### src/hdl/sqp_pkg.sv
// Shared types, constants and the divider step for signal_quality_percent.
// No dependencies; every other file imports this package.
`timescale 1ns / 1ps

package sqp_pkg;

    // Field widths
    localparam int C_BYTE_W = 8;
    localparam int C_PCT_W  = 7;
    localparam int C_IDX_W  = 3;

    // Divider geometry: quotient is below 128 wherever it is used, dividend below 2^15
    localparam int C_QUO_W = 7;
    localparam int C_NUM_W = 15;

    // Arithmetic constants
    localparam int C_FULL_PERCENT    = 100;
    localparam int C_DBM_SPAN        = 70;
    localparam int C_DBM_OFFSET      = 'h100;
    localparam int C_NOISE_FLOOR_DBM = -90;
    localparam int C_SIGNAL_MAX_DBM  = -20;

    // dBm clamp bounds expressed as raw report bytes (dBm plus offset)
    localparam logic [C_BYTE_W-1:0] C_LVL_LO_BYTE =
        C_BYTE_W'(C_DBM_OFFSET + C_NOISE_FLOOR_DBM);
    localparam logic [C_BYTE_W-1:0] C_LVL_HI_BYTE =
        C_BYTE_W'(C_DBM_OFFSET + C_SIGNAL_MAX_DBM);

    // Configuration register indexes
    typedef enum logic [C_IDX_W-1:0] {
        REG_MAX_QUALITY         = 3'd0,
        REG_LEVEL_SCALE         = 3'd1,
        REG_MAX_NOISE           = 3'd2,
        REG_MAX_QUALITY_INVALID = 3'd3,
        REG_LEVEL_SCALE_INVALID = 3'd4,
        REG_MAX_NOISE_INVALID   = 3'd5
    } t_cfg_idx;

    typedef struct packed {
        logic [C_BYTE_W-1:0] max_quality;
        logic [C_BYTE_W-1:0] level_scale;
        logic [C_BYTE_W-1:0] max_noise;
        logic                max_quality_invalid;
        logic                level_scale_invalid;
        logic                max_noise_invalid;
    } t_cfg;

    // One divider lane: partial remainder, divisor, quotient bits so far
    typedef struct packed {
        logic [C_NUM_W-1:0]  rem;
        logic [C_BYTE_W-1:0] den;
        logic [C_QUO_W-1:0]  quo;
    } t_div_lane;

    // Decisions made up front that ride along with the dividers
    typedef struct packed {
        logic link_ok;   // link ratio present
        logic link_sat;  // link ratio is at least full scale
        logic lvl_ok;    // level figure present and not negative
    } t_ctl;

    // One restoring division step for quotient bit k
    function automatic t_div_lane div_step(t_div_lane x, int k);
        logic [C_NUM_W-1:0] sh;
        t_div_lane          y;
        sh = C_NUM_W'(x.den) << k;
        y  = x;
        if (x.rem >= sh) begin
            y.rem    = x.rem - sh;
            y.quo[k] = 1'b1;
        end
        return y;
    endfunction

endpackage

### src/hdl/sqp_prep.sv
// First pipeline stage: picks the mode, clamps level and noise, forms dividends.
// Depends on sqp_pkg.
`timescale 1ns / 1ps

module sqp_prep import sqp_pkg::*; (
    input  logic                i_clk,
    input  logic                i_rst_n,
    input  logic                i_en,
    input  logic                i_valid,
    input  t_cfg                i_cfg,
    input  logic [C_BYTE_W-1:0] i_link_quality,
    input  logic [C_BYTE_W-1:0] i_signal_level,
    input  logic [C_BYTE_W-1:0] i_noise_level,
    input  logic                i_quality_invalid,
    input  logic                i_level_invalid,
    input  logic                i_noise_invalid,
    output logic                o_valid,
    output t_ctl                o_ctl,
    output t_div_lane           o_link,
    output t_div_lane           o_lvl
);

    logic                r_valid;
    t_ctl                r_ctl,  n_ctl;
    t_div_lane           r_link, n_link;
    t_div_lane           r_lvl,  n_lvl;

    logic                own_noise_ok, max_noise_ok, dbm_mode, rssi_mode;
    logic [C_BYTE_W-1:0] noise_byte, noise_clamp, sig_clamp, rssi_clamp;
    logic [C_QUO_W-1:0]  span_a, span_b;
    logic [C_NUM_W-1:0]  num_pos, num_neg;

    // Decode the report against the card limits
    always_comb begin
        own_noise_ok = (i_noise_level != '0) && !i_noise_invalid;
        max_noise_ok = (i_cfg.max_noise != '0) && !i_cfg.max_noise_invalid;
        dbm_mode  = (i_cfg.level_scale == '0) && !i_cfg.level_scale_invalid &&
                    !i_level_invalid && (own_noise_ok || max_noise_ok);
        rssi_mode = (i_cfg.level_scale != '0) && !i_cfg.level_scale_invalid &&
                    !i_level_invalid;

        // Clamp signal and noise to the usable dBm window
        noise_byte = own_noise_ok ? i_noise_level : i_cfg.max_noise;
        if (noise_byte < C_LVL_LO_BYTE) begin
            noise_clamp = C_LVL_LO_BYTE;
        end else if (noise_byte > C_LVL_HI_BYTE) begin
            noise_clamp = C_LVL_HI_BYTE;
        end else begin
            noise_clamp = noise_byte;
        end
        if (i_signal_level < C_LVL_LO_BYTE) begin
            sig_clamp = C_LVL_LO_BYTE;
        end else if (i_signal_level > C_LVL_HI_BYTE) begin
            sig_clamp = C_LVL_HI_BYTE;
        end else begin
            sig_clamp = i_signal_level;
        end
        span_a  = C_QUO_W'(C_LVL_HI_BYTE - sig_clamp);
        span_b  = C_QUO_W'(C_LVL_HI_BYTE - noise_clamp);
        num_pos = C_NUM_W'(span_b) * C_NUM_W'(C_FULL_PERCENT);
        num_neg = C_NUM_W'(span_a) * C_NUM_W'(C_DBM_SPAN);

        rssi_clamp = (i_signal_level > i_cfg.level_scale) ? i_cfg.level_scale
                                                          : i_signal_level;

        // Link quality ratio
        n_ctl.link_ok  = (i_cfg.max_quality != '0) && !i_cfg.max_quality_invalid &&
                         !i_quality_invalid;
        n_ctl.link_sat = (i_link_quality >= i_cfg.max_quality);
        n_link.rem     = C_NUM_W'(i_link_quality) * C_NUM_W'(C_FULL_PERCENT);
        n_link.den     = i_cfg.max_quality;
        n_link.quo     = '0;

        // Level figure; a small negative dBm ratio truncates to zero
        n_lvl.quo = '0;
        if (dbm_mode) begin
            // Divide zero by one when the span is empty so the figure reads 0
            n_lvl.den = (span_b == '0) ? C_BYTE_W'(1) : C_BYTE_W'(span_b);
            if (span_b == '0) begin
                n_ctl.lvl_ok = 1'b1;
                n_lvl.rem    = '0;
            end else if (num_pos >= num_neg) begin
                n_ctl.lvl_ok = 1'b1;
                n_lvl.rem    = num_pos - num_neg;
            end else begin
                n_ctl.lvl_ok = (num_neg < num_pos + C_NUM_W'(span_b));
                n_lvl.rem    = '0;
            end
        end else begin
            n_ctl.lvl_ok = rssi_mode;
            n_lvl.den    = i_cfg.level_scale;
            n_lvl.rem    = C_NUM_W'(rssi_clamp) * C_NUM_W'(C_FULL_PERCENT);
        end
    end

    // Valid bit
    always_ff @(posedge i_clk) begin
        if (!i_rst_n) begin
            r_valid <= 1'b0;
        end else if (i_en) begin
            r_valid <= i_valid;
        end
    end

    // Payload
    always_ff @(posedge i_clk) begin
        if (i_en) begin
            r_ctl  <= n_ctl;
            r_link <= n_link;
            r_lvl  <= n_lvl;
        end
    end

    assign o_valid = r_valid;
    assign o_ctl   = r_ctl;
    assign o_link  = r_link;
    assign o_lvl   = r_lvl;

endmodule

### config.mk
export PLATFORM = sky130hd
export DESIGN_NAME = sqp_prep
export DESIGN_NICKNAME = d
export VERILOG_FILES = /design/src/hdl/sqp_pkg.sv /design/src/hdl/sqp_prep.sv
export SDC_FILE = /design/constraint.sdc
export NUM_CORES = 1
export LEC_CHECK = 0
export BUFFER_PORTS_ARGS = -buffer_cell sky130_fd_sc_hd__clkbuf_2
export CORE_MARGIN = 2
export CORE_UTILIZATION = 53
export CTS_BUF_LIST = sky130_fd_sc_hd__clkbuf_16
export DETAILED_ROUTE_END_ITERATION = 12
export PLACE_DENSITY = 0.8
export SLEW_MARGIN = 20
export SYNTH_ARGS = -nofsm -noshare
export SYNTH_HDL_FRONTEND = slang
export SYNTH_SLANG_ARGS = --single-unit
### constraint.sdc
create_clock -name i_clk -period 6.7 [get_ports i_clk]
set_clock_uncertainty 0.1 [all_clocks]
set_input_delay 0.335 -clock i_clk [delete_from_list [all_inputs] [get_ports i_clk]]
set_output_delay 0.335 -clock i_clk [all_outputs]
set_load 0.01 [all_outputs]
==> flow_metrics.tcl, run 1 <==
set metrics [dict create \
    outcome "completed" \
    crit_type "input port to flip-flop" \
    cts_made_buffers 5 \
    worst_pin_slew_ps 1040 \
    timing.critical_path.mode_cell "ha_1" \
    hold_viol_final 0 \
    core_um2 12100 \
    dr.pass1.iters 4 \
    powerDensity_nw_per_um2 313 \
    synth_compound_area_share_pct 17.8 \
    layout_commonest_cell "ha_1" \
    via_per_inst 5.57 \
    drcViolationCount 0 \
    combPwrFrac_pct 69.4 \
    synth_seq_area_share_pct 21.1 \
    async_flop_share_pct 0 \
    pwr-share-seq_pct 17.2 \
    cts-root-buf "clkbuf_16" \
    synth_adder_area_share_pct 33.0 \
    cts.sinks 47 \
    htree_levels 2 \
    grt_antenna_before_repair 0 \
    fmaxAchievable_mhz 156 \
    place_ws_ps -132 \
    row_count 40 \
    die_h_um 116 \
    dpl.hpwl_um 13200 \
    setup_viol 0 \
    fillers 982 \
    synthSimpleGateAreaFrac_pct 11.0 \
    final_cell_mix "153 x ha_1, 103 x clkbuf_2, 97 x inv_1" \
    grt_max_degree 48 \
    io_buffers 104 \
    ios 122 \
    crit_buf_inv 4 \
    pwr-share-clk_pct 13.3 \
    drtAntennaViolNets 0 \
    fin_crit_ps 6400 \
    tritoncts "built" \
    ir_worst_vdd_uv 239 \
    cts_setup_buffers 0 \
    finalCritPeriodShare_pct 95.6 \
    finalSetupTns_ps 0 \
    synth-xor-area-share_pct 7.00 \
    vias 5684 \
    synth.distinct_cells 68 \
    routedWlPerCell_um 15.7 \
    layout-drive-gt1-share_pct 21.9 \
    grt_remaining_overflow 0 \
    route.final.wire_length_um 16000 \
    power.total_w 0.00245 \
    fp.dieW_um 116 \
    maxCapViolations 0 \
    synth_top_family_by_area "adder cells" \
    fin_ws_ps 297 \
    maxSlewHeadroom_pct 30.6 \
    clock_path_buffers 2 \
    grt_use_total_pct 24.1 \
    synth_edf_count 46 \
    cp-end-kind "flip-flop" \
    arrival_ps 6330 \
    slowest_stage "or4_4" \
    grt_pass1_wl_um 26100 \
    slew_viol_final 0 \
    ys.flop_type "edfxtp_1" \
    p_switching_w 0.00105 \
    ys_seq_elements 47 \
    syn_avg_cell_area_um2 9.34 \
    synthMuxAreaShare_pct 2.11 \
    crit_fanout 5 \
    insertedDiodeCount 0 \
    initial_core_util_pct 54.7 \
    critical-path-top-delay-family "simple AND/OR/NAND/NOR gates" \
    crit_path_start_kind "input port" \
    synth_warnings 0 \
    die_area_um2 13400 \
    clk_latency_ps 280 \
    critical-path-max-stage-delay_ps 560 \
    clk_pin_slew_ps 70 \
    hp-class "input port to flip-flop" \
    num-nets-final 1076 \
    critPathRequiredTime_ps 6630 \
    p_int_w 0.00140 \
    syn-cell-area_um2 6630 \
    area_growth_pct 18.0 \
    drtIter0Drc 323 \
    gp_congestion 0.961 \
    grt_pass1_vias 5485 \
    leakage_nw 4.02 \
    netlist_instances 710 \
    p_sw_share_pct 42.7 \
]
[power groups by stage]
stage	Combinational (W)	Sequential (W)	Clock, W
floorplan	0.00114	0.000460	0
global placement	0.00161	0.000427	0
detailed placement	0.00166	0.000429	0
CTS	0.00168	0.000423	0.000328
global route	0.00191	0.000427	0.000338
finish	0.00170	0.000422	0.000327
[per-stage QoR]
step / util (%) / cell area (um^2) / std cells / hold slack, ps
finish: 64.6 / 7820 / 1020 / 151
global route: 64.6 / 7820 / 1020 / 152
CTS: 64.0 / 7750 / 1020 / 150
detailed placement: 62.4 / 7550 / 1012 / 407
global placement: 62.4 / 7550 / 1012 / 398
floorplan: - / 6700 / 726 / 334
[sequential cells by signal, summed over array words and instances, names as in the netlist]
name and cells:
o_lvl 22, o_valid 1, o_ctl 3, o_link 21
[cells in the mapped netlist (5+ instances only)]
| library cell | n | area [um^2] |
|---|---|---|
| nor3_1 | 6 | 30.0 |
| edfxtp_1 | 46 | 1380 |
| nand4_1 | 7 | 43.8 |
| nor2b_1 | 10 | 62.6 |
| nor4b_1 | 5 | 43.8 |
| xnor2_1 | 37 | 324 |
| ha_1 | 154 | 1930 |
| inv_1 | 97 | 364 |
| and3_1 | 7 | 43.8 |
| a21oi_1 | 44 | 220 |
| a21o_1 | 29 | 218 |
| nor2_1 | 33 | 124 |
| o22ai_1 | 6 | 37.5 |
| fa_1 | 13 | 260 |
| or2_2 | 5 | 31.3 |
| nor4_1 | 7 | 43.8 |
| mux2_2 | 8 | 90.1 |
| nand2_1 | 27 | 101 |
| nand3_1 | 8 | 40.0 |
| mux2i_1 | 5 | 50.1 |
| o21ai_0 | 30 | 150 |
| buf_4 | 18 | 135 |
| nand2b_1 | 6 | 37.5 |
| xor2_1 | 16 | 140 |
| o21bai_1 | 8 | 60.1 |
[kinds of logic after synthesis]
family | after synthesis
DFF | 47
xor gates and xnor gates | 53
buffers and inverters | 121
and+or+nand+nor | 136
AOI/OAI and AO/OA | 172
other | 1
adders and majority gates | 167
muxes | 13
[path summary, 6_finish.rpt]
kind	startpoint	end	slack (ps)	depth (start not counted)
worst max register to register	o_valid$_SDFFE_PN0P_	o_valid$_SDFFE_PN0P_	6000	2
worst min register to register	o_valid$_SDFFE_PN0P_	o_valid$_SDFFE_PN0P_	420	2
worst max-delay path	i_noise_level[5]	o_ctl[0]$_DFFE_PP_	300	29
worst min-delay path	i_cfg[26]	o_link[14]$_DFFE_PP_	150	1
[routing by layer]
metal | vias up | global-route usage, % | share of wire [%]
met4 | 0 | 7.86 | 3.0
met2 | 198 | 41.6 | 47
met5 | - | 0 | 0
met3 | 35 | 2.35 | 5.6
met1 | 2633 | 31.7 | 44
li1 | 2818 | - | -
[cell type report]
cell class                 count  area [um^2]  share of cell area [%]
multi-input combinational    558         4850                    62.0
clock inverter                 3         67.6                   0.864
sequential                    47         1400                    17.9
clock buffer                   5          125                    1.60
timing repair buffer         142          806                    10.3
tap                          168          210                    2.69
inverter                      97          364                    4.66
[repair_timing]
item                                    in CTS  in global routing
hold buffers                                 0                  0
endpoints found under the setup margin       0                 14
gates resized for setup                      0                 14
No activity file was read; power rests on OpenSTA's default activity.
==> run 2, diff against run 1 <==
--- a/config.mk
+++ b/config.mk
@@ -6,11 +6,12 @@
 export NUM_CORES = 1
 export LEC_CHECK = 0
 export BUFFER_PORTS_ARGS = -buffer_cell sky130_fd_sc_hd__clkbuf_2
+export CORE_ASPECT_RATIO = 1.1
 export CORE_MARGIN = 2
-export CORE_UTILIZATION = 53
+export CORE_UTILIZATION = 47
 export CTS_BUF_LIST = sky130_fd_sc_hd__clkbuf_16
 export DETAILED_ROUTE_END_ITERATION = 12
-export PLACE_DENSITY = 0.8
+export PLACE_DENSITY_LB_ADDON = 0.1
 export SLEW_MARGIN = 20
 export SYNTH_ARGS = -nofsm -noshare
 export SYNTH_HDL_FRONTEND = slang
==> flow_metrics.tcl, run 2 (synthesis gave the netlist of run 1 again) <==
set metrics [dict create \
    outcome "completed" \
    setup_viol 0 \
    die_area_um2 15100 \
    route.final.wire_length_um 16500 \
    grt_antenna_before_repair 0 \
    crit_buf_inv 5 \
    die_h_um 129 \
    crit_type "input port to flip-flop" \
    grt_use_total_pct 22.4 \
    fin_crit_ps 6320 \
    hold_viol_final 0 \
    fmaxAchievable_mhz 158 \
    via_per_inst 5.35 \
    clock_path_buffers 2 \
    pwr-share-clk_pct 12.9 \
    clk_pin_slew_ps 60 \
    place_ws_ps -272 \
    leakage_nw 4.07 \
    slew_viol_final 0 \
    p_switching_w 0.00106 \
    hp-class "input port to flip-flop" \
    p_int_w 0.00141 \
    cts.sinks 47 \
    grt_pass1_vias 5648 \
    hold-worst-slack_ps 163 \
    insertedDiodeCount 0 \
    finalSetupTns_ps 0 \
    finalCritPeriodShare_pct 94.3 \
    dr.pass1.iters 5 \
    vias 5613 \
    area_growth_pct 19.6 \
    postCtsHoldBufs 0 \
    crit_path_start_kind "input port" \
    grt_pass1_wl_um 26800 \
    power.total_w 0.00248 \
    drtAntennaViolNets 0 \
    critical-path-top-delay-family "simple AND/OR/NAND/NOR gates" \
    crit_fanout 4 \
    tritoncts "built" \
    fin_ws_ps 380 \
    row_count 45 \
    largest_reg_flops 22 \
    p_sw_share_pct 42.9 \
    htree_levels 2 \
    critical-path-max-stage-delay_ps 580 \
    maxCapViolations 0 \
    cts-root-buf "clkbuf_16" \
    io_buffers 104 \
    core_um2 13800 \
    critPathRequiredTime_ps 6630 \
    arrival_ps 6250 \
    drcViolationCount 0 \
    dpl.hpwl_um 14000 \
    powerDensity_nw_per_um2 312 \
    cts_made_buffers 5 \
    clk_latency_ps 290 \
    grt_max_degree 48 \
    worst_pin_slew_ps 1040 \
    fp.dieW_um 117 \
    fillers 1247 \
    layout_commonest_cell "ha_1" \
    ios 122 \
    drtIter0Drc 193 \
    maxSlewHeadroom_pct 30.4 \
    combPwrFrac_pct 70.0 \
    gp_congestion 0.902 \
    layout-drive-gt1-share_pct 22.9 \
    timing.critical_path.mode_cell "ha_1" \
    num-nets-final 1085 \
    routedWlPerCell_um 15.8 \
    pwr-share-seq_pct 17.1 \
    ir_worst_vdd_uv 306 \
    slowest_stage "or4_4" \
    final_cell_mix "153 x ha_1, 104 x clkbuf_2, 98 x inv_1" \
    final_core_util_pct 57.5 \
    grt_remaining_overflow 0 \
    initial_core_util_pct 48.1 \
    cp-end-kind "flip-flop" \
]
-- run 2: cell count changes in the layout (fill, tap and decap cells not counted), sizes merged --
cell / previous run / this run
clkbuf: 108 / 109
inv: 97 / 98
clkinvlp: 1 / 0
buf: 39 / 47
-- run 2: through the flow --
step | instances | cell area, um^2
2_1_floorplan | 726 | 6700
3_3_place_gp | 1040 | 7650
3_5_place_dp | 1040 | 7650
4_1_cts | 1048 | 7840
5_1_grt | 1049 | 7930
6_report | 1049 | 7930
-- run 2: timing repair --
item                                    CTS  global route
gates resized for setup                   0            18
endpoints found under the setup margin    0            15
setup buffers                             0             1
-- run 2: path summary, 6_finish.rpt --
check | startpoint | to | cells past startpoint | slack (ps)
setup / recovery | i_noise_level[2] | o_ctl[0]$_DFFE_PP_ | 30 | 380
hold / removal | i_cfg[23] | o_link[11]$_DFFE_PP_ | 1 | 160
setup reg to reg | o_valid$_SDFFE_PN0P_ | o_valid$_SDFFE_PN0P_ | 2 | 6000
hold reg to reg | o_valid$_SDFFE_PN0P_ | o_valid$_SDFFE_PN0P_ | 2 | 430
-- run 2: cell type report --
| type | count | area [um^2] | area share, % |
|---|---|---|---|
| flip-flops and latches | 47 | 1400 | 17.7 |
| repair buffers | 151 | 886 | 11.2 |
| multi-input cells | 558 | 4850 | 61.2 |
| well taps | 188 | 235 | 2.97 |
| inverters | 97 | 364 | 4.59 |
| clock buffers | 5 | 125 | 1.58 |
| clock inverters | 3 | 63.8 | 0.805 |
-- run 2: routing by layer --
metal  track usage (%)  part of all wire, %  vias to the layer above
met4              6.64                  2.4                        0
met3              3.25                  4.4                       24
met1              27.9                   44                     2634
met5                 0                    0                        -
met2              39.7                   49                      122
li1                  -                    -                     2833
-- run 2: power by group through the flow --
stage / combinational (W) / clock (W) / sequential, W
global placement: 0.00166 / 0 / 0.000429
floorplan: 0.00114 / 0 / 0.000460
finish: 0.00173 / 0.000320 / 0.000423
CTS: 0.00172 / 0.000325 / 0.000424
global route: 0.00195 / 0.000338 / 0.000430
detailed placement: 0.00171 / 0 / 0.000430
==> run 3, diff against run 2 <==
--- a/config.mk
+++ b/config.mk
@@ -6,9 +6,11 @@
 export NUM_CORES = 1
 export LEC_CHECK = 0
 export BUFFER_PORTS_ARGS = -buffer_cell sky130_fd_sc_hd__clkbuf_2
+export CELL_PAD_IN_SITES_DETAIL_PLACEMENT = 0
+export CELL_PAD_IN_SITES_GLOBAL_PLACEMENT = 2
 export CORE_ASPECT_RATIO = 1.1
 export CORE_MARGIN = 2
-export CORE_UTILIZATION = 47
+export CORE_UTILIZATION = 32
 export CTS_BUF_LIST = sky130_fd_sc_hd__clkbuf_16
 export DETAILED_ROUTE_END_ITERATION = 12
 export PLACE_DENSITY_LB_ADDON = 0.1
==> flow_metrics.tcl, run 3 (synthesis gave the netlist of run 1 again) <==
set metrics [dict create \
    cts.sinks 47 \
    cts_made_buffers 5 \
    critPathRequiredTime_ps 6630 \
    grt_pass1_wl_um 28600 \
    largest_reg_flops 22 \
    outcome "completed" \
    drtIter0Drc 153 \
    maxCapViolations 0 \
    core_um2 20400 \
    crit_path_start_kind "input port" \
    drtAntennaViolNets 0 \
    slew_viol_final 0 \
    crit_fanout 4 \
    tritoncts "built" \
    hp-class "input port to flip-flop" \
    grt_max_degree 48 \
    place_ws_ps -145 \
    fp.dieW_um 141 \
    multi_input_area_um2 4860 \
    ir_worst_vdd_uv 200 \
    critical-path-max-stage-delay_ps 590 \
    timing.critical_path.mode_cell "ha_1" \
    final_core_util_pct 39.3 \
    grt_use_total_pct 16.4 \
    hold_viol_final 0 \
    clk_pin_slew_ps 70 \
    routedWlPerCell_um 16.0 \
    layout_commonest_cell "ha_1" \
    crit_type "input port to flip-flop" \
    maxSlewHeadroom_pct 34.4 \
    row_count 55 \
    fmaxAchievable_mhz 157 \
    route.final.wire_length_um 17900 \
    gp_congestion 0.834 \
    grt_remaining_overflow 0 \
    vias 5597 \
    fin_ws_ps 335 \
    postCtsHoldBufs 0 \
    worst_pin_slew_ps 975 \
    fin_crit_ps 6370 \
    clock_path_buffers 2 \
    io_buffers 104 \
    via_per_inst 4.98 \
    r2r_slack_ps 6000 \
    arrival_ps 6290 \
    cts-root-buf "clkbuf_16" \
    htree_levels 2 \
    placed_cells 1114 \
    finalCritPeriodShare_pct 95.0 \
    final_cell_mix "153 x ha_1, 104 x clkbuf_2, 97 x inv_1" \
    fillers 2118 \
    ios 122 \
    slowest_stage "or4_4" \
    crit_buf_inv 5 \
    critical-path-top-delay-family "simple AND/OR/NAND/NOR gates" \
    clk_latency_ps 290 \
    initial_core_util_pct 32.4 \
    cp-end-kind "flip-flop" \
    die_area_um2 21900 \
    grt_pass1_vias 5646 \
    dr.pass1.iters 4 \
    die_h_um 155 \
    area_growth_pct 21.1 \
    grt_antenna_before_repair 0 \
    dpl.hpwl_um 15400 \
    drcViolationCount 0 \
    regArea_um2 1400 \
    leakage_nw 4.08 \
    layout-drive-gt1-share_pct 23.3 \
    insertedDiodeCount 0 \
    num-nets-final 1091 \
    powerDensity_nw_per_um2 314 \
    setup_viol 0 \
    final_cells 1123 \
]
[run 3: changes by cell type in the layout (fill, tap and decap cells not counted), sizes merged]
cell,change
buf,+6
clkinv,+1
bufinv,-1
[run 3: power by group]
part	leakage [nW]	switching, W	internal (W)	total (W)
clock	0.0818	0.000119	0.000177	0.000295
combinational	3.54	0.000982	0.000823	0.00181
sequential	0.457	0.0000147	0.000407	0.000422
total	4.08	0.00112	0.00141	0.00252
[run 3: worst paths after layout]
path	start	end	cells past startpoint
setup reg to reg	o_valid$_SDFFE_PN0P_	o_valid$_SDFFE_PN0P_	2
setup / recovery	i_noise_level[2]	o_ctl[0]$_DFFE_PP_	30
hold / removal	i_cfg[26]	o_link[14]$_DFFE_PP_	1
hold reg to reg	o_valid$_SDFFE_PN0P_	o_valid$_SDFFE_PN0P_	2
[run 3: stage by stage]
stage	cell area (um^2)	hold slack (ps)	setup TNS, ps	total power [W]
after floorplan	6700	334	0	0.00160
after global placement	7770	407	-45.5	0.00220
after detailed placement	7770	417	-145	0.00223
after CTS	7940	149	0	0.00254
after global routing	8030	146	-68.0	0.00278
final	8030	155	0	0.00252
[run 3: area by class of cell]
class,count,area share (%)
inverter,97,4.53
multi-input combinational,558,60.5
tap,256,3.99
clock buffer,5,1.56
sequential,47,17.5
clock inverter,3,0.530
timing repair buffer,157,11.4
[run 3: layer usage]
| metal | vias to the layer above | share of wire, % | wire length [um] | track usage, % |
|---|---|---|---|---|
| met5 | - | 0 | 0 | 0 |
| met4 | 0 | 1.4 | 260 | 3.48 |
| met3 | 12 | 3.5 | 636 | 1.26 |
| met2 | 113 | 49 | 8710 | 29.3 |
| met1 | 2624 | 46 | 8330 | 21.7 |
| li1 | 2848 | - | - | - |
[run 3: repair_timing]
action,CTS,global route
gates resized for setup,0,14
setup buffers,0,1
setup endpoints to repair,0,11
