$ cat src/hdl/sqp_pkg.sv
// Shared types, constants and the divider step for signal_quality_percent.
// No dependencies; every other file imports this package.
`timescale 1ns / 1ps

package sqp_pkg;

    // Field widths
    localparam int C_BYTE_W = 8;
    localparam int C_PCT_W  = 7;
    localparam int C_IDX_W  = 3;

    // Divider geometry: quotient is below 128 wherever it is used, dividend below 2^15
    localparam int C_QUO_W = 7;
    localparam int C_NUM_W = 15;

    // Arithmetic constants
    localparam int C_FULL_PERCENT    = 100;
    localparam int C_DBM_SPAN        = 70;
    localparam int C_DBM_OFFSET      = 'h100;
    localparam int C_NOISE_FLOOR_DBM = -90;
    localparam int C_SIGNAL_MAX_DBM  = -20;

    // dBm clamp bounds expressed as raw report bytes (dBm plus offset)
    localparam logic [C_BYTE_W-1:0] C_LVL_LO_BYTE =
        C_BYTE_W'(C_DBM_OFFSET + C_NOISE_FLOOR_DBM);
    localparam logic [C_BYTE_W-1:0] C_LVL_HI_BYTE =
        C_BYTE_W'(C_DBM_OFFSET + C_SIGNAL_MAX_DBM);

    // Configuration register indexes
    typedef enum logic [C_IDX_W-1:0] {
        REG_MAX_QUALITY         = 3'd0,
        REG_LEVEL_SCALE         = 3'd1,
        REG_MAX_NOISE           = 3'd2,
        REG_MAX_QUALITY_INVALID = 3'd3,
        REG_LEVEL_SCALE_INVALID = 3'd4,
        REG_MAX_NOISE_INVALID   = 3'd5
    } t_cfg_idx;

    typedef struct packed {
        logic [C_BYTE_W-1:0] max_quality;
        logic [C_BYTE_W-1:0] level_scale;
        logic [C_BYTE_W-1:0] max_noise;
        logic                max_quality_invalid;
        logic                level_scale_invalid;
        logic                max_noise_invalid;
    } t_cfg;

    // One divider lane: partial remainder, divisor, quotient bits so far
    typedef struct packed {
        logic [C_NUM_W-1:0]  rem;
        logic [C_BYTE_W-1:0] den;
        logic [C_QUO_W-1:0]  quo;
    } t_div_lane;

    // Decisions made up front that ride along with the dividers
    typedef struct packed {
        logic link_ok;   // link ratio present
        logic link_sat;  // link ratio is at least full scale
        logic lvl_ok;    // level figure present and not negative
    } t_ctl;

    // One restoring division step for quotient bit k
    function automatic t_div_lane div_step(t_div_lane x, int k);
        logic [C_NUM_W-1:0] sh;
        t_div_lane          y;
        sh = C_NUM_W'(x.den) << k;
        y  = x;
        if (x.rem >= sh) begin
            y.rem    = x.rem - sh;
            y.quo[k] = 1'b1;
        end
        return y;
    endfunction

endpackage

$ cat src/hdl/sqp_div.sv
// Restoring divider pipeline, one quotient bit per stage, two lanes side by side.
// Depends on sqp_pkg for lane types and the step function.
`timescale 1ns / 1ps

module sqp_div import sqp_pkg::*; (
    input  logic      i_clk,
    input  logic      i_rst_n,
    input  logic      i_en,
    input  logic      i_valid,
    input  t_ctl      i_ctl,
    input  t_div_lane i_link,
    input  t_div_lane i_lvl,
    output logic      o_valid,
    output t_ctl      o_ctl,
    output t_div_lane o_link,
    output t_div_lane o_lvl
);

    logic      r_valid [C_QUO_W];
    t_ctl      r_ctl   [C_QUO_W];
    t_div_lane r_link  [C_QUO_W];
    t_div_lane r_lvl   [C_QUO_W];

    for (genvar s = 0; s < C_QUO_W; s++) begin : g_stage
        logic      valid_in;
        t_ctl      ctl_in;
        t_div_lane link_in, lvl_in;

        // Take from the previous stage, or from the port at the head
        if (s == 0) begin : g_head
            assign valid_in = i_valid;
            assign ctl_in   = i_ctl;
            assign link_in  = i_link;
            assign lvl_in   = i_lvl;
        end else begin : g_body
            assign valid_in = r_valid[s-1];
            assign ctl_in   = r_ctl[s-1];
            assign link_in  = r_link[s-1];
            assign lvl_in   = r_lvl[s-1];
        end

        always_ff @(posedge i_clk) begin
            if (!i_rst_n) begin
                r_valid[s] <= 1'b0;
            end else if (i_en) begin
                r_valid[s] <= valid_in;
            end
        end

        // Resolve quotient bit C_QUO_W-1-s in both lanes
        always_ff @(posedge i_clk) begin
            if (i_en) begin
                r_ctl[s]  <= ctl_in;
                r_link[s] <= div_step(link_in, C_QUO_W - 1 - s);
                r_lvl[s]  <= div_step(lvl_in, C_QUO_W - 1 - s);
            end
        end
    end

    assign o_valid = r_valid[C_QUO_W-1];
    assign o_ctl   = r_ctl[C_QUO_W-1];
    assign o_link  = r_link[C_QUO_W-1];
    assign o_lvl   = r_lvl[C_QUO_W-1];

endmodule

$ cat config.mk
export PLATFORM = sky130hd
export DESIGN_NAME = sqp_div
export DESIGN_NICKNAME = d
export VERILOG_FILES = /design/src/hdl/sqp_pkg.sv /design/src/hdl/sqp_div.sv
export SDC_FILE = /design/constraint.sdc
export NUM_CORES = 1
export LEC_CHECK = 0
export ABC_AREA = 1
export CORE_MARGIN = 1.5
export CORE_UTILIZATION = 50
export CTS_CLUSTER_SIZE = 14
export DETAILED_ROUTE_END_ITERATION = 12
export DONT_BUFFER_PORTS = 1
export PLACE_DENSITY = 0.73
export SYNTH_ARGS = -nofsm -noshare
export SYNTH_HDL_FRONTEND = slang
export SYNTH_SLANG_ARGS = --single-unit
export TNS_END_PERCENT = 5
$ cat constraint.sdc
create_clock -name i_clk -period 2.9 [get_ports i_clk]
set_input_delay 0.145 -clock i_clk [delete_from_list [all_inputs] [get_ports i_clk]]
set_output_delay 0.145 -clock i_clk [all_outputs]
set_load 0.1 [all_outputs]
==> results of run 1 <==
timing repair:
action	in CTS	in global routing
setup endpoints to repair	0	0
hold endpoints to repair	517	441
gates resized for setup	0	0
critical path: cells and delay by family, from the launching register on:
family	cells	cell delay, ns
DFF	1	0.38
AOI/OAI and AO/OA	1	0.61
and+or+nand+nor	5	0.72
adders and majority gates	1	0.39
buffers and inverters	1	0.06
stage by stage:
stage          instance area [sq um]  util (%)
2_1_floorplan                  24100         -
3_3_place_gp                   24700      51.9
3_5_place_dp                   24700      51.9
4_1_cts                        27100      57.0
5_1_grt                        27100      57.0
6_report                       27100      57.0
power by group:
group | internal [mW] | switching [mW] | total [mW]
clock network | 3.82 | 2.45 | 6.28
logic | 2.25 | 3.99 | 6.24
registers | 8.59 | 1.77 | 10.4
cell families after synthesis:
| kind of cell | count (synthesis) | synth area share, % |
|---|---|---|
| xor gates and xnor gates | 63 | 2.29 |
| and+or+nand+nor | 1430 | 24.8 |
| adders and majority gates | 126 | 6.98 |
| buffers and inverters | 482 | 7.82 |
| AOI/OAI and AO/OA | 99 | 2.32 |
| DFF | 448 | 55.8 |
area by class of cell:
cell class | count | share of cell area (%)
Antenna cell | 1 | 0.00922
Clock buffer | 61 | 4.84
Clock inverter | 28 | 1.18
Inverter | 469 | 6.49
Multi-Input combinational cell | 1718 | 32.3
Sequential cell | 448 | 49.5
Tap cell | 615 | 2.84
Timing Repair Buffer | 77 | 2.84
final timing paths:
path           startpoint       endpoint  slack (ns)  cells after the start
min reg2reg  r_link[0][4]   r_link[1][4]        0.41                      0
max           r_lvl[5][9]   r_lvl[6][22]        0.59                      8
max reg2reg   r_lvl[5][9]   r_lvl[6][22]        0.59                      8
min                  i_en  r_link[6][23]       -0.32                      0
flip-flops by register name (all words and copies together), names as in the netlist:
register  flops
r_lvl       210
r_link      210
r_valid       7
r_ctl        21
synth_stat cells, types with 2 or more instances:
library cell and count:
a21oi_1 51, a21oi_2 10, and2_1 5, buf_2 2
buf_4 3, buf_6 8, edfxtp_1 447, fa_1 14
ha_1 112, inv_1 464, inv_2 5, nand2_1 926
nand2_2 10, nand2_4 2, nand3_1 190, nand3_2 11
nand3b_1 3, nand4_1 37, nor2_1 194, nor2_2 6
nor2_4 4, nor3_1 19, nor3_2 3, o21ai_0 20
o21ai_1 12, o21ai_2 2, o21bai_1 2, or2_0 2
or2_1 12, or2_2 5, xnor2_1 15, xor2_1 48
per-layer routing:
metal  wire [microns]  track usage, %  vias to the layer above
met5                0               0                        -
met4             1280            6.56                        0
met3             2030            3.53                      121
met2            23500            34.7                      420
met1            20100            22.8                     7654
li1                 -               -                     8774
==> results.md, run 1 <==
- Final net count: 2,956
- Final setup fails: 0
- Yosys reg bits: 448
- Clk_lat worst skew: 0.58 ns
- Die Wd: 222 microns
- Drt pass-1 iters: 5
- Wire length of the first global-routing pass: 78,400 microns
- Share of the synthesized area in the top cell type: 55.7%
- Slew HR: -28.0%
- I/O pin cnt: 131
- Via count: 17,000
- Max cap viols: 0
- Crit end category: flop
- Worst-margin pin slew: 1.92 ns
- Violated checks: hold timing, slew limit
- Worst Setup Slack, final: 0.593 ns
- Yosys warnings: 0
- Post-synth EDFFs: 447
- Pwr dens: 843 nW/um^2
- Hold Crit Class: in -> reg
- Post-CTS setup buffers: 0
- Final GP Congestion: 0.913
- Drt via density: 4.97
- Placed insts: 3,250
- Most frequent cells in the layout: 926 x nand2_1, 464 x inv_1, 447 x edfxtp_1, 194 x nor2_1, 190 x nand3_1
- Period utilization: 79.6%
- Distinct cells, synth: 36
- Sequential Area: 13,400 sq um
- Setup Skew: 0.00879 ns
- Final Hold Viols: 23
- Crit Path Class: reg -> reg
- Pwr Total: 22.9 mW
- DRC viols: 0
- Critical-path top delay cell: a21oi_2
- Leakage: 12.5 nW
- Peak VDD IR: 433 uV
- Total GRT Usage: 19.1%
- Die Span Y: 222 microns
- Final cell count without fillers: 3,417
- Ys async rst share: 0%
- # hold bufs at CTS: 77
- Most common cell after layout, fill and taps aside: nand2_1
- Multi-input combinational cell area: 8760 sq um
- Worst path required time: 3.35 ns
- Cell Area, Synth: 24,100 sq um
- Critical Path Fanout Max: 12
- Status: finished with violations
- Antenna violations before repair: 1
- P&R area growth vs syn: 12.7%
- Most used cell, CP: nand2_1
- Peak Freq: 0.433 GHz
- Worst EP arrival: 2.76 ns
- Avg WL per Cell: 13.7 microns
- Top area cells in the synthesized netlist: edfxtp_1 56%, nand2_1 14%, inv_1 7.2%
- Site Rows: 80
- Initial Utilization: 50.6%
- Clk root buf: clkbuf_16
- Slew Limit Fails: 213
- Min Tclk post-route: 2.31 ns
- Post-synthesis sequential area ratio: 55.8%
- CTS tree: done
- CTS Buffer Depth: 3
- Clock transition at path regs: 0.06 ns
- RSZ-0062 raised after global routing: no
- Overflow after GRT: 0
- Number of buffers created by CTS: 49
- Syn nets: 2,841
- Area leader, netlist: edfxtp_1
- DR iter-0 viols: 925
- Cell Chain, Critical Path: inv_1 > ha_1 > or2_0 > nand3_1 > nand2_2 > a21oi_2 > nand2_1 > nand2_1
- Die ar.: 49,500 sq um
- Pre-CTS setup slack: 0.580 ns
- Share of cells above drive strength 1: 4.61%
- Post-DP HPWL: 34,000 microns
- Hold Slack: -0.317 ns
- Core Box Area: 47,600 sq um
- Buffers on Ports: 0
- Fill count: 4,129
- Post-Route WL: 46,900 microns
- Post-synthesis average cell area: 9.10 sq um
- Setup_tns: 0 ns
- Main flop type after synthesis: edfxtp_1
- DRT antenna net count: 0
- Vias in the first global route: 17,000
- Post-Syn Instances: 2,648
- H-tree Lvls: 2
- Startpoint types: flop
- Worst path max stage delay: 0.61 ns
- Total clock sinks: 448
- Largest net degree at the start of global routing: 445
(Power assumes the default switching activity.)
==> inputs of run 2 (changes only) <==
--- a/config.mk
+++ b/config.mk
@@ -5,7 +5,7 @@
 export SDC_FILE = /design/constraint.sdc
 export NUM_CORES = 1
 export LEC_CHECK = 0
-export ABC_AREA = 1
+export ABC_AREA = 0
 export CORE_MARGIN = 1.5
 export CORE_UTILIZATION = 50
 export CTS_CLUSTER_SIZE = 14
==> constraint.sdc (replaced) <==
create_clock -name i_clk -period 2.3 [get_ports i_clk]
set_input_delay 0.115 -clock i_clk [delete_from_list [all_inputs] [get_ports i_clk]]
set_output_delay 0.115 -clock i_clk [all_outputs]
set_load 0.1 [all_outputs]
==> results.md, run 2 <==
- Status: finished with violations (unchanged)
- Violated checks: hold timing, slew limit, setup timing (was hold timing, slew limit)
- Cell Area, Synth: 21,400 sq um (was 24,100 sq um)
- Peak Freq: 0.400 GHz (was 0.433 GHz)
- Leakage: 10.2 nW (was 12.5 nW)
- Post-synth EDFFs: 447 (unchanged)
- Period utilization: 109% (was 79.6%)
- Drt via density: 5.30 (was 4.97)
- Antenna violations before repair: 0 (was 1)
- Setup Skew: 0.0173 ns (was 0.00879 ns)
- Critical Path Fanout Max: 4 (was 12)
- Crit Path Class: reg -> reg (unchanged)
- Top Registers: r_link (210), r_lvl (210), r_ctl (21) (unchanged)
- # hold bufs at CTS: 72 (was 77)
- Most frequent cell after synthesis: edfxtp_1 (was nand2_1)
- Clock transition at path regs: 0.06 ns (about the same)
- Final GP Congestion: 0.910 (was 0.913)
- Yosys warnings: 0 (unchanged)
- Via count: 13,300 (was 17,000)
- Fin area: 26,600 sq um (was 27,100 sq um)
- Worst path required time: 2.62 ns (was 3.35 ns)
- Post-synthesis sequential area ratio: 62.9% (was 55.8%)
- Top area cells in the synthesized netlist: edfxtp_1 63%, ha_1 6.6%, inv_1 2.6% (was edfxtp_1 56%, nand2_1 14%, inv_1 7.2%)
- Slew HR: -25.7% (was -28.0%)
- Post-DP Area: 23,600 sq um (was 24,700 sq um)
- Share of the synthesized area in the top cell type: 62.8% (was 55.7%)
- Clk root buf: clkbuf_16 (unchanged)
- Post-synth top cells: 447 x edfxtp_1, 150 x inv_1, 112 x ha_1, 108 x nor2_1, 93 x a21oi_1 (was 926 x nand2_1, 464 x inv_1, 447 x edfxtp_1, 194 x nor2_1, 190 x nand3_1)
- I/O pin cnt: 131 (unchanged)
- H-tree Lvls: 2 (unchanged)
- Ys async rst share: 0% (unchanged)
- Post-DP HPWL: 26,100 microns (was 34,000 microns)
- Die Wd: 210 microns (was 222 microns)
- DRT antenna net count: 0 (unchanged)
- Pre-CTS setup slack: -0.297 ns (was 0.580 ns)
- P&R area growth vs syn: 24.5% (was 12.7%)
- Total GRT Usage: 17.8% (was 19.1%)
- Max cap viols: 0 (unchanged)
- Total clock sinks: 448 (unchanged)
- Site Rows: 75 (was 80)
- Wire length of the first global-routing pass: 64,200 microns (was 78,400 microns)
- Overflow after GRT: 0 (unchanged)
- DRC viols: 0 (unchanged)
- Final Hold Viols: 38 (was 23)
- Slew Limit Fails: 184 (was 213)
- Post-Route WL: 38,800 microns (was 46,900 microns)
- Core Box Area: 42,000 sq um (was 47,600 sq um)
- Worst-margin pin slew: 1.89 ns (was 1.92 ns)
- Clk_lat worst skew: 0.57 ns (was 0.58 ns)
- Hold Crit Class: in -> reg (unchanged)
- Avg WL per Cell: 15.4 microns (was 13.7 microns)
- DR iter-0 viols: 660 (was 925)
- Drt pass-1 iters: 5 (unchanged)
- Die ar.: 44,000 sq um (was 49,500 sq um)
- Min Tclk post-route: 2.50 ns (was 2.31 ns)
- CTS tree: done (unchanged)
- Post-synthesis average cell area: 13.3 sq um (was 9.10 sq um)
- RSZ-0062 raised after global routing: yes (was no)
- Share of cells above drive strength 1: 24.3% (was 4.61%)
- Final net count: 2,134 (was 2,956)
- Number of buffers created by CTS: 47 (was 49)
- ANT cells: 0 (was 1)
- Largest net degree at the start of global routing: 450 (was 445)
- Worst EP arrival: 2.82 ns (was 2.76 ns)
- Setup_tns: -3.84 ns (was 0 ns)
- Main flop type after synthesis: edfxtp_1 (unchanged)
- Die Span Y: 210 microns (was 222 microns)
- Area leader, netlist: edfxtp_1 (unchanged)
- Yosys reg bits: 448 (unchanged)
- Syn nets: 1,804 (was 2,841)
- Final setup fails: 57 (was 0)
- Crit end category: flop (unchanged)
- Peak VDD IR: 647 uV (was 433 uV)
- Worst Setup Slack, final: -0.202 ns (was 0.593 ns)
- Pwr dens: 1050 nW/um^2 (was 843 nW/um^2)
- Startpoint types: flop (unchanged)
- CTS Buffer Depth: 3 (unchanged)
- Initial Utilization: 50.8% (was 50.6%)
- Most frequent cells in the layout: 447 x edfxtp_1, 216 x buf_4, 137 x inv_1, 100 x nor2_1, 94 x ha_1 (was 926 x nand2_1, 464 x inv_1, 447 x edfxtp_1, 194 x nor2_1, 190 x nand3_1)
- Distinct cells, synth: 69 (was 36)
- Post-Syn Instances: 1,611 (was 2,648)
- Most common cell after layout, fill and taps aside: edfxtp_1 (was nand2_1)
- Post-Route Utilization: 63.3% (was 57.0%)
- Hold Slack: -0.304 ns (was -0.317 ns)
- Vias in the first global route: 13,700 (was 17,000)
- Buffers on Ports: 0 (unchanged)
[run 2: cell count changes in the layout (fill, tap and decap cells not counted), moves of 44 or more]
| cell | change |
|---|---|
| nand2_1 | -852 |
| inv_1 | -327 |
| buf_4 | +216 |
| nand3_1 | -172 |
| nor2_1 | -94 |
| o21ai_0 | +52 |
| xnor2_1 | +44 |
[run 2: kinds of logic after synthesis]
family          synth area share [%]
flops                           62.9
simple gates                    9.67
compound gates                  10.1
buf+inv                         3.03
fa+ha+maj                       7.87
xor+xnor                        4.22
mux                             2.23
[run 2: final timing paths]
check	start	end	slack, ns	cells past startpoint
worst max register to register	r_link[1][24]	r_link[2][20]	-0.20	7
worst min-delay path	i_en	r_lvl[0][17]	-0.30	0
worst max-delay path	r_link[1][24]	r_link[2][20]	-0.20	7
worst min register to register	r_lvl[0][0]	r_lvl[1][0]	0.42	0
[run 2: power by group]
group | internal (mW) | total, mW | switching (mW)
Clock | 4.21 | 7.14 | 2.93
Sequential | 10.9 | 13.1 | 2.27
Combinational | 4.02 | 7.63 | 3.61
[run 2: cell type report]
type,count,area [sq um]
Clock inverter,24,199
Timing Repair Buffer,299,2470
Fill cell,3119,15400
Clock buffer,59,1260
Sequential cell,448,13400
Inverter,150,563
Tap cell,539,674
Multi-Input combinational cell,995,8000
[run 2: per-layer routing]
| layer | share of wire [%] | vias to the layer above | global-route usage [%] | wire length, microns |
|---|---|---|---|---|
| met5 | 0 | - | 0 | 0 |
| met4 | 3.3 | 0 | 7.22 | 1260 |
| met3 | 4.2 | 88 | 3.28 | 1630 |
| met2 | 49 | 288 | 31.1 | 19100 |
| met1 | 43 | 6267 | 21.8 | 16800 |
| li1 | - | 6669 | - | - |
[run 2: through the flow]
step	cells	total power, mW
floorplan	1611	17.6
global placement	2348	19.7
detailed placement	2348	19.9
CTS	2509	27.6
global route	2514	29.4
finish	2514	27.9
[run 2: critical path, cell delays in order (launching register included)]
cell and delay (ns):
edfxtp_1 0.46, ha_4 0.25, and3_4 0.18, a41oi_2 0.20, or3b_4 0.39, a311o_1 0.33, buf_6 0.15, mux2_4 0.29
[run 2: timing repair]
action / CTS / global route
resized for setup: 68 / 91
buffers inserted: 6 / 5
gates cloned: 0 / 0
endpoints found under the hold margin: 517 / 441
pin swaps: 18 / 30
setup endpoints to repair: 113 / 154
==> inputs of run 3 (changes only) <==
--- a/config.mk
+++ b/config.mk
@@ -11,7 +11,6 @@
 export CTS_CLUSTER_SIZE = 14
 export DETAILED_ROUTE_END_ITERATION = 12
 export DONT_BUFFER_PORTS = 1
-export PLACE_DENSITY = 0.73
 export SYNTH_ARGS = -nofsm -noshare
 export SYNTH_HDL_FRONTEND = slang
 export SYNTH_SLANG_ARGS = --single-unit
==> results.md, run 3 (synthesized netlist as in run 2, its figures left out) <==
- Antenna violations before repair: 1 (was 0)
- Peak VDD IR: 717 uV (was 647 uV)
- DRC viols: 0 (unchanged)
- Crit end category: flop (unchanged)
- Switch share: 30.2% (was 31.6%)
- DRT antenna net count: 0 (unchanged)
- R2R depth: 7 (unchanged)
- Peak Freq: 0.401 GHz (was 0.400 GHz)
- Status: finished with violations (unchanged)
- P&R area growth vs syn: 26.3% (was 24.5%)
- Critical Path Fanout Max: 5 (was 4)
- H-tree Lvls: 2 (unchanged)
- Violated checks: hold timing, setup timing (was hold timing, slew limit, setup timing)
- Min Tclk post-route: 2.49 ns (was 2.50 ns)
- Total clock sinks: 448 (unchanged)
- CTS Buffer Depth: 3 (unchanged)
- Share of cells above drive strength 1: 24.9% (was 24.3%)
- Number of buffers created by CTS: 47 (unchanged)
- Die Wd: 210 microns (unchanged)
- Startpoint types: flop (unchanged)
- Logic pwr share: 25.9% (was 27.3%)
- Pwr dens: 1070 nW/um^2 (was 1050 nW/um^2)
- DR iter-0 viols: 599 (was 660)
- Final GP Congestion: 0.876 (was 0.910)
- Wire length of the first global-routing pass: 62,300 microns (was 64,200 microns)
- Hold Slack: -0.243 ns (was -0.304 ns)
- Final cell count without fillers: 2,534 (was 2,514)
- Avg WL per Cell: 14.8 microns (was 15.4 microns)
- Register-to-register setup slack: -0.19 ns (was -0.20 ns)
- Max cap viols: 0 (unchanged)
- Placed insts: 2,363 (was 2,348)
- # hold bufs at CTS: 73 (was 72)
- CTS tree: done (unchanged)
- Buffers on Ports: 0 (unchanged)
- Leakage: 10.4 nW (was 10.2 nW)
- Slew HR: 2.43% (was -25.7%)
- Fill count: 3,147 (was 3,119)
- Largest net degree at the start of global routing: 450 (unchanged)
- Worst EP arrival: 2.81 ns (was 2.82 ns)
- Slew Limit Fails: 0 (was 184)
- Sequential Area: 13,400 sq um (unchanged)
- Final Hold Viols: 95 (was 38)
- Clk_lat worst skew: 0.56 ns (was 0.57 ns)
- Setup Skew: 0.00972 ns (was 0.0173 ns)
- Crit Path Class: reg -> reg (unchanged)
- Die ar.: 44,000 sq um (unchanged)
- Top Registers: r_link (210), r_lvl (210), r_ctl (21) (unchanged)
- Worst-margin pin slew: 1.46 ns (was 1.89 ns)
- Hold Crit Class: in -> reg (unchanged)
- Core Box Area: 42,000 sq um (unchanged)
- Int Power: 20.2 mW (was 19.1 mW)
- Total GRT Usage: 17.3% (was 17.8%)
- Drt pass-1 iters: 5 (unchanged)
- Worst Setup Slack, final: -0.195 ns (was -0.202 ns)
- Final setup fails: 48 (was 57)
- Overflow after GRT: 0 (unchanged)
- Post-Route WL: 37,600 microns (was 38,800 microns)
- Clock power frac: 28.9% (was 25.6%)
- Worst path required time: 2.62 ns (about the same)
- Period utilization: 108% (was 109%)
- Final net count: 2,149 (was 2,134)
- Drt via density: 5.18 (was 5.30)
- Clock transition at path regs: 0.06 ns (about the same)
- P_sw: 8.75 mW (was 8.81 mW)
- Most common cell after layout, fill and taps aside: edfxtp_1 (unchanged)
- Site Rows: 75 (unchanged)
- Worst Hold Depth: 0 (unchanged)
- Via count: 13,100 (was 13,300)
- Most frequent cells in the layout: 447 x edfxtp_1, 231 x buf_4, 141 x inv_1, 96 x nor2_1, 94 x ha_1 (was 447 x edfxtp_1, 216 x buf_4, 137 x inv_1, 100 x nor2_1, 94 x ha_1)
- Die Span Y: 210 microns (unchanged)
- RSZ-0062 raised after global routing: yes (unchanged)
- Sequential share of power: 45.2% (was 47.1%)
- Multi-input combinational cell area: 7980 sq um (was 8000 sq um)
- Clk root buf: clkbuf_16 (unchanged)
- I/O pin cnt: 131 (unchanged)
- Initial Utilization: 50.8% (unchanged)
- Post-DP HPWL: 25,700 microns (was 26,100 microns)
- Vias in the first global route: 13,300 (was 13,700)
[run 3: layout make-up]
class | count | share of cell area [%]
sequential | 448 | 49.8
multi-input combinational | 995 | 29.6
timing repair buffer | 314 | 9.55
clock buffer | 60 | 4.77
tap | 539 | 2.50
inverter | 150 | 2.09
clock inverter | 27 | 1.68
antenna | 1 | 0.00927
[run 3: final timing paths]
kind | startpoint | to
worst max register to register | r_link[1][25] | r_link[2][20]
worst min register to register | r_lvl[0][3] | r_lvl[1][3]
worst min-delay path | i_en | r_lvl[0][15]
worst max-delay path | r_link[1][25] | r_link[2][20]
[run 3: per-layer routing]
metal	vias up	track usage, %	wire length, microns
li1	6699	-	-
met1	6121	21.1	16500
met2	238	30.5	18600
met3	73	3.13	1450
met4	0	7.10	1130
met5	-	0	0
[run 3: worst max-delay path, cell delays in order, from the launching register on]
cell,delay [ns]
edfxtp_1,0.44
ha_4,0.27
a21o_1,0.15
a211o_1,0.27
or3b_4,0.37
a311o_1,0.32
buf_6,0.15
mux2_4,0.29
[run 3: repair_timing]
item	CTS	global route
buffers inserted	6	4
cloned	0	0
endpoints found under the hold margin	517	441
pin swaps	17	31
endpoints found under the setup margin	107	152
resized for setup	57	90
[run 3: power by group through the flow]
stage / Combinational, mW / Clock [mW] / Sequential, mW
finish: 7.49 / 8.38 / 13.1
global placement: 6.62 / 0 / 13.2
CTS: 7.16 / 8.64 / 13.0
floorplan: 4.61 / 0 / 13.0
detailed placement: 6.74 / 0 / 13.2
global route: 8.36 / 8.92 / 13.2
[run 3: metrics by stage]
stage / setup slack (ns) / utilization, % / setup TNS [ns] / power [mW] / area (sq um)
floorplan: -0.137 / - / -3.75 / 17.6 / 21400
global placement: -0.234 / 56.5 / -7.01 / 19.8 / 23800
detailed placement: -0.270 / 56.5 / -10.01 / 19.9 / 23800
CTS: -0.196 / 63.1 / -4.79 / 28.8 / 26500
global route: -0.298 / 64.2 / -13.61 / 30.5 / 27000
finish: -0.195 / 64.2 / -3.74 / 29.0 / 27000
